### config.mk
export PLATFORM = sky130hd
export DESIGN_NAME = arp_cache_table
export DESIGN_NICKNAME = d
export VERILOG_FILES = /design/src/sv/arpc_pkg.sv /design/src/sv/arpc_cell.sv /design/src/sv/arp_cache_table.sv
export SDC_FILE = /design/constraint.sdc
export NUM_CORES = 2
export LEC_CHECK = 0
export ABC_AREA = 1
export ABC_CLOCK_PERIOD_IN_PS = 141300
export BUFFER_PORTS_ARGS = -buffer_cell sky130_fd_sc_hd__buf_2
export CAP_MARGIN = 20
export CORE_ASPECT_RATIO = 0.9
export CORE_MARGIN = 4
export CORE_UTILIZATION = 45
export CTS_CLUSTER_DIAMETER = 50
export DETAILED_ROUTE_END_ITERATION = 16
export MAX_ROUTING_LAYER = met4
export PLACE_DENSITY = 0.63
export SLEW_MARGIN = 20
export SYNTH_ARGS = -nofsm -noshare
export SYNTH_HDL_FRONTEND = slang
export SYNTH_SLANG_ARGS = --single-unit
### constraint.sdc
create_clock -name clk -period 141.3 [get_ports clk]
set_clock_uncertainty 0.2 [all_clocks]
set_input_delay 14.13 -clock clk [delete_from_list [all_inputs] [get_ports clk]]
set_output_delay 14.13 -clock clk [all_outputs]
set_load 0.02 [all_outputs]
### src/sv/arpc_pkg.sv
// Shared types, constants and helper functions for the ARP cache table.
`default_nettype none
package arpc_pkg;

  localparam int TABLE_ENTRIES = 16;
  localparam int IDX_W         = $clog2(TABLE_ENTRIES);
  localparam int TIME_W        = 32;

  typedef enum logic [1:0] {
    SL_FREE     = 2'd0,
    SL_PENDING  = 2'd1,
    SL_RESOLVED = 2'd2,
    SL_TIMEOUT  = 2'd3
  } slot_state_t;

  localparam logic [2:0] OP_ADD    = 3'd0;
  localparam logic [2:0] OP_DELETE = 3'd1;
  localparam logic [2:0] OP_LOOKUP = 3'd2;
  localparam logic [2:0] OP_REPLY  = 3'd3;
  localparam logic [2:0] OP_RESEND = 3'd4;
  localparam logic [2:0] OP_TICK   = 3'd5;

  localparam logic [3:0] ST_OK          = 4'd0;
  localparam logic [3:0] ST_TIMED_OUT   = 4'd1;
  localparam logic [3:0] ST_TABLE_FULL  = 4'd2;
  localparam logic [3:0] ST_NOT_FOUND   = 4'd3;
  localparam logic [3:0] ST_HIT         = 4'd4;
  localparam logic [3:0] ST_PEND        = 4'd5;
  localparam logic [3:0] ST_MISS        = 4'd6;
  localparam logic [3:0] ST_BAD_OP      = 4'd7;
  localparam logic [3:0] ST_NOT_PENDING = 4'd8;

  localparam logic [1:0] REG_RESOLVED_TO = 2'd0;
  localparam logic [1:0] REG_HOLD_TO     = 2'd1;
  localparam logic [1:0] REG_RESEND_IVL  = 2'd2;
  localparam logic [1:0] REG_RETRIES     = 2'd3;

  typedef enum logic [2:0] {
    FSM_IDLE,
    FSM_SCAN,
    FSM_DECIDE,
    FSM_WRITE,
    FSM_OUT
  } fsm_t;

  typedef struct packed {
    slot_state_t       st;
    logic [TIME_W-1:0] deadline;
    logic [7:0]        retries;
    logic [31:0]       ip;
    logic [47:0]       mac;
    logic [7:0]        iface;
  } entry_t;

  function automatic logic entry_valid(entry_t e, logic [TIME_W-1:0] now);
    logic in_time;
    in_time = (now <= e.deadline);
    case (e.st)
      SL_RESOLVED, SL_TIMEOUT: entry_valid = in_time;
      SL_PENDING:              entry_valid = (e.retries != 8'd0) || in_time;
      default:                 entry_valid = 1'b0;
    endcase
  endfunction

  function automatic logic [TIME_W-1:0] sat_deadline(logic [TIME_W-1:0] now,
                                                      logic [31:0] span);
    logic [TIME_W:0] sum;
    sum = {1'b0, now} + (TIME_W+1)'(span);
    sat_deadline = sum[TIME_W] ? {TIME_W{1'b1}} : sum[TIME_W-1:0];
  endfunction

endpackage
`default_nettype wire

### src/sv/arpc_cell.sv
// One table slot of the rotating ring: loads its neighbour's entry on each shift.
`default_nettype none
module arpc_cell (
  input  wire logic            clk,
  input  wire logic            rst_n,
  input  wire logic            shift_en,
  input  wire arpc_pkg::entry_t d_in,
  output arpc_pkg::entry_t     q
);
  import arpc_pkg::*;

  entry_t ent_r;

  // Only the slot state is reset; the other fields are never read while the slot is free.
  always_ff @(posedge clk) begin
    if (!rst_n) begin
      ent_r.st <= SL_FREE;
    end else if (shift_en) begin
      ent_r <= d_in;
    end
  end

  assign q = ent_r;

endmodule
`default_nettype wire

### src/sv/arp_cache_table.sv
// ARP cache table: ring of slot cells, scan and write-back sequencer, APB registers.
//
// Input beats (in_op, in_ip_addr, in_if_num, in_eth_addr) are taken when in_valid
// is high and in_stall low. Every beat gives exactly one result beat on out_*,
// taken when out_valid is high and out_stall low.
// The table is a ring of slot cells that rotates by one slot per cycle while it
// scans or writes back. A beat is accepted, then a scan over all TABLE_ENTRIES
// slots finds the matching, first free and first reusable slot, a decision step
// follows, and, when a slot changes, a second rotation writes it back; then the
// result is loaded into the output register. Tick and bad codes skip the scan
// and the write-back.
// One beat is worked on at a time; in_stall is high until the result has moved
// into the output register, which holds it while out_stall is high. Reset frees
// every slot, clears time to zero and loads the default timeouts (1200, 200 and
// 10 ticks, 3 retries). Registers must be written only while idle (unchecked).
`default_nettype none
module arp_cache_table (
  input  wire logic        clk,
  input  wire logic        rst_n,
  input  wire logic        in_valid,
  output logic             in_stall,
  input  wire logic [2:0]  in_op,
  input  wire logic [31:0] in_ip_addr,
  input  wire logic [7:0]  in_if_num,
  input  wire logic [47:0] in_eth_addr,
  output logic             out_valid,
  input  wire logic        out_stall,
  output logic [3:0]       out_status,
  output logic [47:0]      out_mac_out,
  output logic [7:0]       out_iface_out,
  output logic [3:0]       out_slot_index,
  input  wire logic        psel,
  input  wire logic        penable,
  input  wire logic        pwrite,
  input  wire logic [3:0]  paddr,
  input  wire logic [31:0] pwdata,
  output logic [31:0]      prdata,
  output logic             pready
);
  import arpc_pkg::*;

  localparam logic [IDX_W-1:0] IDX_LAST = IDX_W'(TABLE_ENTRIES - 1);

  // Configuration registers
  logic [31:0] res_to_r, hold_to_r, resend_ivl_r;
  logic [7:0]  retries_cfg_r;
  logic        cfg_wr;

  assign pready = 1'b1;
  assign cfg_wr = psel && penable && pwrite;

  always_ff @(posedge clk) begin
    if (!rst_n) begin
      res_to_r      <= 32'd1200;
      hold_to_r     <= 32'd200;
      resend_ivl_r  <= 32'd10;
      retries_cfg_r <= 8'd3;
    end else if (cfg_wr) begin
      unique case (paddr[3:2])
        REG_RESOLVED_TO: res_to_r      <= pwdata;
        REG_HOLD_TO:     hold_to_r     <= pwdata;
        REG_RESEND_IVL:  resend_ivl_r  <= pwdata;
        REG_RETRIES:     retries_cfg_r <= pwdata[7:0];
        default:         ;
      endcase
    end
  end

  always_comb begin
    unique case (paddr[3:2])
      REG_RESOLVED_TO: prdata = res_to_r;
      REG_HOLD_TO:     prdata = hold_to_r;
      REG_RESEND_IVL:  prdata = resend_ivl_r;
      REG_RETRIES:     prdata = {24'd0, retries_cfg_r};
      default:         prdata = 32'd0;
    endcase
  end

  // Sequencer state
  fsm_t             state_r, state_nxt;
  logic [IDX_W-1:0] idx_r;
  logic             shift_en, in_acc, out_load, idx_last;

  // Latched beat
  logic [2:0]  op_r;
  logic [31:0] ip_r;
  logic [7:0]  ifn_r;
  logic [47:0] eth_r;

  logic [TIME_W-1:0] now_r;

  // Scan results
  logic             mf_r, ff_r, cf_r;
  logic [IDX_W-1:0] mi_r, fi_r, ci_r;
  entry_t           m_r;

  // Decision results
  logic             wr_r;
  logic [IDX_W-1:0] tgt_r;
  entry_t           new_r;
  logic [3:0]       res_status_r;
  logic [47:0]      res_mac_r;
  logic [7:0]       res_ifo_r;
  logic [3:0]       res_slot_r;

  logic             d_wr;
  logic [IDX_W-1:0] d_tgt;
  entry_t           d_new;
  logic [3:0]       d_status;
  logic [47:0]      d_mac;
  logic [7:0]       d_ifo;
  logic [3:0]       d_slot;

  // Ring of cells
  entry_t cell_q [TABLE_ENTRIES];
  entry_t head, head_back;
  logic   head_valid;

  assign head       = cell_q[0];
  assign head_valid = entry_valid(head, now_r);
  assign head_back  = (state_r == FSM_WRITE && wr_r && idx_r == tgt_r) ? new_r : head;

  for (genvar g = 0; g < TABLE_ENTRIES; g++) begin : g_ring
    entry_t d_in;
    if (g == TABLE_ENTRIES - 1) begin : g_tail
      assign d_in = head_back;
    end else begin : g_mid
      assign d_in = cell_q[g+1];
    end
    arpc_cell u_cell (
      .clk      (clk),
      .rst_n    (rst_n),
      .shift_en (shift_en),
      .d_in     (d_in),
      .q        (cell_q[g])
    );
  end

  assign idx_last = (idx_r == IDX_LAST);

  // Next state
  always_comb begin
    state_nxt = state_r;
    unique case (state_r)
      FSM_IDLE:   if (in_acc) begin
                    state_nxt = (in_op == OP_TICK || in_op > OP_TICK) ? FSM_DECIDE
                                                                     : FSM_SCAN;
                  end
      FSM_SCAN:   if (idx_last) state_nxt = FSM_DECIDE;
      FSM_DECIDE: state_nxt = d_wr ? FSM_WRITE : FSM_OUT;
      FSM_WRITE:  if (idx_last) state_nxt = FSM_OUT;
      FSM_OUT:    if (out_load) state_nxt = FSM_IDLE;
      default:    state_nxt = FSM_IDLE;
    endcase
  end

  // Sequencer outputs
  always_comb begin
    in_stall = 1'b1;
    shift_en = 1'b0;
    out_load = 1'b0;
    unique case (state_r)
      FSM_IDLE:   in_stall = 1'b0;
      FSM_SCAN:   shift_en = 1'b1;
      FSM_DECIDE: ;
      FSM_WRITE:  shift_en = 1'b1;
      FSM_OUT:    out_load = !out_valid || !out_stall;
      default:    ;
    endcase
  end

  assign in_acc = in_valid && !in_stall;

  always_ff @(posedge clk) begin
    if (!rst_n) begin
      state_r <= FSM_IDLE;
      idx_r   <= '0;
    end else begin
      state_r <= state_nxt;
      if (shift_en) idx_r <= idx_last ? '0 : idx_r + 1'b1;
    end
  end

  always_ff @(posedge clk) begin
    if (in_acc) begin
      op_r  <= in_op;
      ip_r  <= in_ip_addr;
      ifn_r <= in_if_num;
      eth_r <= in_eth_addr;
    end
  end

  // Scan: first match, first free slot, first reusable slot
  always_ff @(posedge clk) begin
    if (!rst_n) begin
      mf_r <= 1'b0;
      ff_r <= 1'b0;
      cf_r <= 1'b0;
    end else if (in_acc) begin
      mf_r <= 1'b0;
      ff_r <= 1'b0;
      cf_r <= 1'b0;
    end else if (state_r == FSM_SCAN) begin
      if (!mf_r && head.st != SL_FREE && head.ip == ip_r) mf_r <= 1'b1;
      if (!ff_r && head.st == SL_FREE) ff_r <= 1'b1;
      if (!cf_r && head.st != SL_FREE && head.st != SL_PENDING && !head_valid)
        cf_r <= 1'b1;
    end
  end

  always_ff @(posedge clk) begin
    if (state_r == FSM_SCAN) begin
      if (!mf_r && head.st != SL_FREE && head.ip == ip_r) begin
        mi_r <= idx_r;
        m_r  <= head;
      end
      if (!ff_r && head.st == SL_FREE) fi_r <= idx_r;
      if (!cf_r && head.st != SL_FREE && head.st != SL_PENDING && !head_valid)
        ci_r <= idx_r;
    end
  end

  // Decision on the scanned table
  always_comb begin
    entry_t pend;
    logic   mvalid;
    pend.st       = SL_PENDING;
    pend.deadline = now_r;
    pend.retries  = retries_cfg_r;
    pend.ip       = ip_r;
    pend.mac      = 48'd0;
    pend.iface    = ifn_r;
    mvalid        = entry_valid(m_r, now_r);

    d_wr     = 1'b0;
    d_tgt    = mi_r;
    d_new    = m_r;
    d_status = ST_OK;
    d_mac    = 48'd0;
    d_ifo    = 8'd0;
    d_slot   = 4'd0;

    case (op_r)
      OP_ADD: begin
        if (mf_r) begin
          d_slot = 4'(mi_r);
          if (mvalid) begin
            d_status = (m_r.st == SL_TIMEOUT) ? ST_TIMED_OUT : ST_OK;
            d_ifo    = m_r.iface;
          end else if (m_r.st == SL_PENDING && m_r.retries == 8'd0 &&
                       now_r >= m_r.deadline) begin
            d_wr           = 1'b1;
            d_new.st       = SL_TIMEOUT;
            d_new.deadline = sat_deadline(now_r, hold_to_r);
            d_new.retries  = 8'd0;
            d_ifo          = m_r.iface;
          end else begin
            d_wr  = 1'b1;
            d_new = pend;
            d_ifo = ifn_r;
          end
        end else if (ff_r || cf_r) begin
          // A free slot anywhere wins over an earlier reusable one.
          d_tgt  = ff_r ? fi_r : ci_r;
          d_slot = 4'(d_tgt);
          d_wr   = 1'b1;
          d_new  = pend;
          d_ifo  = ifn_r;
        end else begin
          d_status = ST_TABLE_FULL;
        end
      end
      OP_DELETE: begin
        if (mf_r) begin
          d_slot         = 4'(mi_r);
          d_ifo          = m_r.iface;
          d_wr           = 1'b1;
          d_new.st       = SL_FREE;
          d_new.deadline = '0;
          d_new.retries  = 8'd0;
          d_new.ip       = 32'd0;
          d_new.mac      = 48'd0;
          d_new.iface    = 8'd0;
        end else begin
          d_status = ST_NOT_FOUND;
        end
      end
      OP_LOOKUP: begin
        if (mf_r && mvalid) begin
          d_slot = 4'(mi_r);
          d_ifo  = m_r.iface;
          if (m_r.st == SL_RESOLVED) begin
            d_status = ST_HIT;
            d_mac    = m_r.mac;
          end else if (m_r.st == SL_TIMEOUT) begin
            d_status = ST_TIMED_OUT;
          end else begin
            d_status = ST_PEND;
          end
        end else begin
          d_status = ST_MISS;
        end
      end
      OP_REPLY: begin
        if (mf_r) begin
          d_slot = 4'(mi_r);
          d_ifo  = m_r.iface;
          if (m_r.st == SL_PENDING) begin
            d_wr           = 1'b1;
            d_new.st       = SL_RESOLVED;
            d_new.deadline = sat_deadline(now_r, res_to_r);
            d_new.retries  = 8'd0;
            d_new.mac      = eth_r;
          end else begin
            d_status = ST_NOT_PENDING;
          end
        end else begin
          d_status = ST_NOT_FOUND;
        end
      end
      OP_RESEND: begin
        if (mf_r) begin
          d_slot = 4'(mi_r);
          d_ifo  = m_r.iface;
          if (m_r.st != SL_PENDING) begin
            d_status = ST_NOT_PENDING;
          end else if (m_r.retries == 8'd0) begin
            d_status = ST_TIMED_OUT;
          end else begin
            d_wr           = 1'b1;
            d_new.retries  = m_r.retries - 8'd1;
            d_new.deadline = sat_deadline(now_r, resend_ivl_r);
          end
        end else begin
          d_status = ST_NOT_FOUND;
        end
      end
      OP_TICK: d_status = ST_OK;
      default: d_status = ST_BAD_OP;
    endcase
  end

  always_ff @(posedge clk) begin
    if (!rst_n) begin
      now_r <= '0;
      wr_r  <= 1'b0;
    end else if (state_r == FSM_DECIDE) begin
      wr_r <= d_wr;
      if (op_r == OP_TICK && now_r != {TIME_W{1'b1}}) now_r <= now_r + 1'b1;
    end
  end

  always_ff @(posedge clk) begin
    if (state_r == FSM_DECIDE) begin
      tgt_r        <= d_tgt;
      new_r        <= d_new;
      res_status_r <= d_status;
      res_mac_r    <= d_mac;
      res_ifo_r    <= d_ifo;
      res_slot_r   <= d_slot;
    end
  end

  // Output register
  always_ff @(posedge clk) begin
    if (!rst_n) begin
      out_valid <= 1'b0;
    end else if (out_load) begin
      out_valid <= 1'b1;
    end else if (!out_stall) begin
      out_valid <= 1'b0;
    end
  end

  always_ff @(posedge clk) begin
    if (out_load) begin
      out_status     <= res_status_r;
      out_mac_out    <= res_mac_r;
      out_iface_out  <= res_ifo_r;
      out_slot_index <= res_slot_r;
    end
  end

  // The ring is back in its home position whenever the sequencer rests.
  a_ring_home: assert property (@(posedge clk) disable iff (!rst_n)
    state_r == FSM_IDLE |-> idx_r == '0)
    else $error("ring not aligned while idle");

  // A write-back pass always ends in the output stage.
  a_write_end: assert property (@(posedge clk) disable iff (!rst_n)
    state_r == FSM_WRITE && idx_last |=> state_r == FSM_OUT)
    else $error("write pass did not end in output stage");

  // A recorded match never refers to a free slot.
  a_match_used: assert property (@(posedge clk) disable iff (!rst_n)
    state_r == FSM_DECIDE && mf_r |-> m_r.st != SL_FREE)
    else $error("matched a free slot");

endmodule
`default_nettype wire

# == Word level (Yosys, flattened, before mapping) ==
# Cells that the tools add are included.
# Widths: inputs -> output; s select.
# totals
out_inout_bits,99
elab_cells,305
in_bits,134
register_bits,2723
# classes
addsub,6
bitwise,1
eq_ne,30
reduce_logical,50
n_lt_le_gt_ge,4
muxes,78
# ops
op,count
$mux 130,5
$pmux 40 s4,1
$pmux 48 s3,1
$pmux 32 s4,1
$mux 42,3
$mux 40,3
$add 32x32->33,3
$mux 32,3
$mux 48,2
$mux 88,1
$le 32x32->1,2
$pmux 32 s2,1
$mux 4,15
$mux 8,6
$add 32x1->32 const B,1
$eq 32x32->1,1
$ge 32x32->1,1
$ne 32x32->1 const B,1
$pmux 4 s6,1
$pmux 8 s3,1
$mux 3,7
$reduce_and 2->1,9
$mux 1,17
$pmux 8 s2,1
other kinds (31),82

# == Depth between registers and ports, before layout ==
# logic_depth
word_depth,8
mapped_depth,23
mapped_depth_nobuf,23

# == Modules after synthesis ==
# Synthesis repeated with hierarchy kept, for this count alone.
# hier_totals
cells_unflattened,6923
area_unflattened_um2,101083.2
# modules_own_cells
mod,area_each_um2,seq_area_each_um2,cells_per_inst,instances
arpc_cell,3928.8,3883.7,142,16
arp_cache_table,38222.9,17827.1,4651,1

# == Least setup slack after synthesis ==
# Ideal clock, no wire load.
# synth_path
path_kind,input to register
from,input port rst_n
to,"register g_ring[0].u_cell.ent_r, in the netlist g_ring[0].u_cell.q[0], enable pin"
required_ns,136.559
setup_time_ns,4.541
slack_ns,37.142
path_stages,4
t_arrival_ns,99.417
n_path_buf,2
cell_sequence,clkbuf_1 -> inv_2 -> clkbuf_1 -> nor2_1
# synth_between
elab_chain_len,1
# synth_lines
element,line_no,source
from (decl),arp_cache_table.sv:19,"input wire logic rst_n,"
$reduce_and 2->1 (no source line),--,
to (signal assigned),arpc_cell.sv:19,ent_r <= d_in;
to (decl),arpc_cell.sv:12,entry_t ent_r;
# No other way between the ends.
# A chain may end at the register's enable or synchronous reset.

# == Final worst setup path ==
# layout_path
from,input port paddr[3]
to,output port prdata[4]
# layout_between
elab_chain_len,2
word_cells_on_any_way,5
classes_between,eq/ne (3); mux (1); reduce/logical (1)
# layout_lines
element,line_no,source
from (decl),arp_cache_table.sv:35,"input wire logic [3:0] paddr,"
$eq 2x2->1 (tied with other cells),arp_cache_table.sv:70,unique case (paddr[3:2])
$pmux 32 s4 *,arp_cache_table.sv:70,
to (decl),arp_cache_table.sv:37,"output logic [31:0] prdata,"
# Mark *: on every way between the ends. The rest lies on a longest branch, timed or not.

==> metrics.txt <==
area growth from synthesis to final layout 14.0%; total met3 wirelength after detailed routing 15,800 um; path type of the worst min-delay path flop to flop; gp weighted congestion 0.968; combined area of all synthesized cells 100,000 um2; most common cell after layout, fill and taps aside edfxtp_1; run status finished, final reports clean; wire length of the first global-routing pass 345,000 um; area of all placed cells without fillers 114,000 um2; most used cell along the critical path buf_2; leakage power 0.0409 uW; routed wire length per instance 22.8 um; CTS tree built; detailed placement HPWL 153,000 um; total I/O pin count 233; Post-synth top flop edfxtp_1; launch instance of the worst min-delay path g_ring[9].u_cell.q[77]; setup_tns 0 ns; Post-Place Setup Slack 111.31 ns; peak ir drop on the vdd network 11.8 uV; Starting Density 45.4%; Max-Slew Margin vs Limit 23.1%; Nets 7,583; part of the Yosys area used for sequential elements 80.0%; share of final-layout standard cells stronger than drive strength 1 10.2%; top fanout value on the critical path 33; average size of a mapped cell 14.6 um2; root buffer cell clkbuf_16; Gates resized, CTS repair 0; top layer used by detailed routing met4; initial antenna violation count 8; cells along the critical path buf_2, nor2_4, nand2_1, o2111ai_1, buf_2; DIE HEIGHT 455 um; data arrival time of the worst path 15.69 ns; clock buffer count from CTS 292; crit path capture type output pin; area of the core 220,000 um2; area of placed instances 105,000 um2; CTS H-tree depth 5; Critical-path top delay cell nor2_4; grt ovf 0; routed via count 55,300; max-capacitance violation count 0; Clock Path Buffers 4; number of design rule violations left after detail routing 0; startpoint of the worst-slack reg-to-reg timing path state_r[0]; final hold violation count 0; maximum number of pins on one net before global-route repair 218; Initial DRC Count 6,247; R2R cell count 9; Worst R2R Setup Slack 135.11 ns; antenna-violating nets left 0; cell count after synthesis 6,863; distinct cell type count of the synthesized netlist 56; Synth Register Bits 2,723; number of synthesis warnings 0; fin crit share 21.2%; sum of routed wire length over all layers 236,000 um; highest achievable clock rate 0.0333 GHz; average vias per placed instance 5.32; most frequent cells in the layout 2,543 x edfxtp_1, 1,394 x nand2_1, 498 x inv_1, 488 x nor2_1, 414 x o21ai_0; Slew @ Worst Pin 1.15 ns; Die Area 230,000 um2; final core occ 51.8%; Worst Hold Depth 0; horizontal extent of the die 505 um; length of routed wiring on met1 109,000 um; Worst-path clk slew 0.05 ns; stage delay of the slowest cell on the critical path 0.78 ns; total track usage 20.8%; Top Family by Delay on Critical Path simple AND/OR/NAND/NOR gates; Power Density 16.0 nW/um2; source-to-sink clock delay at the later pin of the worst-skew pair 0.92 ns; critical path start-end classification primary input to output pin; number of iterations in the first detailed-routing pass 6; site row count 163; ys async rst share 0%; Overall Power 1830 uW; Post-Syn Nets 7,163; Setup Fix Bufs, Post-CTS 0; Post-synth EDFFs 2,543; Reg2Reg Capture Point g_ring[4].u_cell.q[22]; number of buffers added to fix hold violations after cts 0; count of pins over their slew limit 0; minimum clock period after layout 30.02 ns; vias in the first global route 52,600; IO Port Bufs 229; buffering stage count on the worst path with inverters included 2; crit start category primary input; clock sink total 2,723; Final WS setup 111.28 ns; Worst Hold Endpoint g_ring[8].u_cell.q[77]; final-report setup violation count 0; RSZ-0062 raised after global routing no; met2 layer wire length in the routed design 102,000 um; CP required 126.97 ns
-- Yosys cell counts (11+ instances only) --
master     number  area share (%)
buf_2          38            0.19
o22ai_1        15           0.094
nand3_1       219             1.1
a22oi_1        21            0.16
nor4_1         16            0.10
a21oi_1       275             1.4
ha_1          163             2.0
o221ai_1       22            0.19
inv_1         501             1.9
a221oi_1       35            0.31
xnor2_1        32            0.28
nor2_1        498             1.9
clkbuf_1      129            0.48
o21ai_1        11           0.055
a21o_1         17            0.13
nor3_1         50            0.25
dfxtp_1       180             3.6
o21ai_0       414             2.1
xor2_1         62            0.54
edfxtp_1     2543              76
o2111ai_1      32            0.28
nand4_1        53            0.33
nand2_1      1396             5.2
o211ai_1       24            0.18
-- state kept, by name, summed over array words and instances (netlist names), 8 cells and up --
| signal | cells |
|---|---|
| res_ifo_r | 8 |
| res_to_r | 32 |
| out_mac_out | 48 |
| eth_r | 48 |
| res_mac_r | 48 |
| ifn_r | 8 |
| ip_r | 32 |
| new_r | 130 |
| out_iface_out | 8 |
| g_ring.u_cell.q | 2080 |
| m_r | 130 |
| hold_to_r | 32 |
| resend_ivl_r | 32 |
| now_r | 32 |
| retries_cfg_r | 8 |
-- metal layers --
| metal | vias up | global-route usage [%] |
|---|---|---|
| li1 | 25500 | - |
| met5 | - | - |
| met3 | 443 | 3.76 |
| met1 | 27400 | 30.3 |
| met4 | 0 | 8.03 |
| met2 | 1957 | 29.2 |
-- kinds of logic after synthesis --
group	after synthesis	share of synthesized area (%)
flops	2723	80.0
compound gates	918	5.24
buf+inv	694	2.69
fa+ha+maj	166	2.10
simple gates	2267	9.17
other cells	1	0.00375
xor+xnor	94	0.823
-- through the flow --
stage	std cells	hold slack (ns)
final	10400	0.158
after CTS	10400	0.153
after global placement	9876	0.200
after detailed placement	9876	0.205
after floorplan	6863	0.200
after global routing	10400	0.175
-- area by class of cell --
| class | instances | area (um2) |
|---|---|---|
| inverter | 509 | 1920 |
| clock buffer | 346 | 7720 |
| clock inverter | 158 | 1450 |
| timing repair buffer | 311 | 1840 |
| fill | 18000 | 106000 |
| sequential | 2723 | 80000 |
| tap | 2887 | 3610 |
| multi-input combinational | 3446 | 17400 |
| antenna | 9 | 22.5 |
-- report_power, final --
group	switching [uW]	internal, uW	total (uW)	leakage, uW
combinational	77.3	16.5	93.8	0.0117
sequential	23.8	977	1000	0.0247
clock	299	432	731	0.00447
-- worst max-delay path by stage --
stage | from | end | slack (ns) | cells past startpoint
floorplan | rst_n | g_ring[0].u_cell.q[0] | 37.14 | 4
global placement | paddr[2] | prdata[4] | 111.30 | 6
detailed placement | paddr[3] | prdata[4] | 111.31 | 5
CTS | paddr[3] | prdata[4] | 111.31 | 5
global route | paddr[3] | prdata[4] | 111.20 | 5
finish | paddr[3] | prdata[4] | 111.28 | 5
-- worst reg2reg max path, stage by stage (launching register included) --
cell     delay, ns
dfxtp_1       0.38
inv_1         0.08
nor2_2        0.07
buf_4         0.36
inv_2         0.37
nor2_4        0.80
buf_6         0.73
buf_12        0.71
buf_4         1.16
buf_12        0.75
Power figures use the tool's default switching activity.
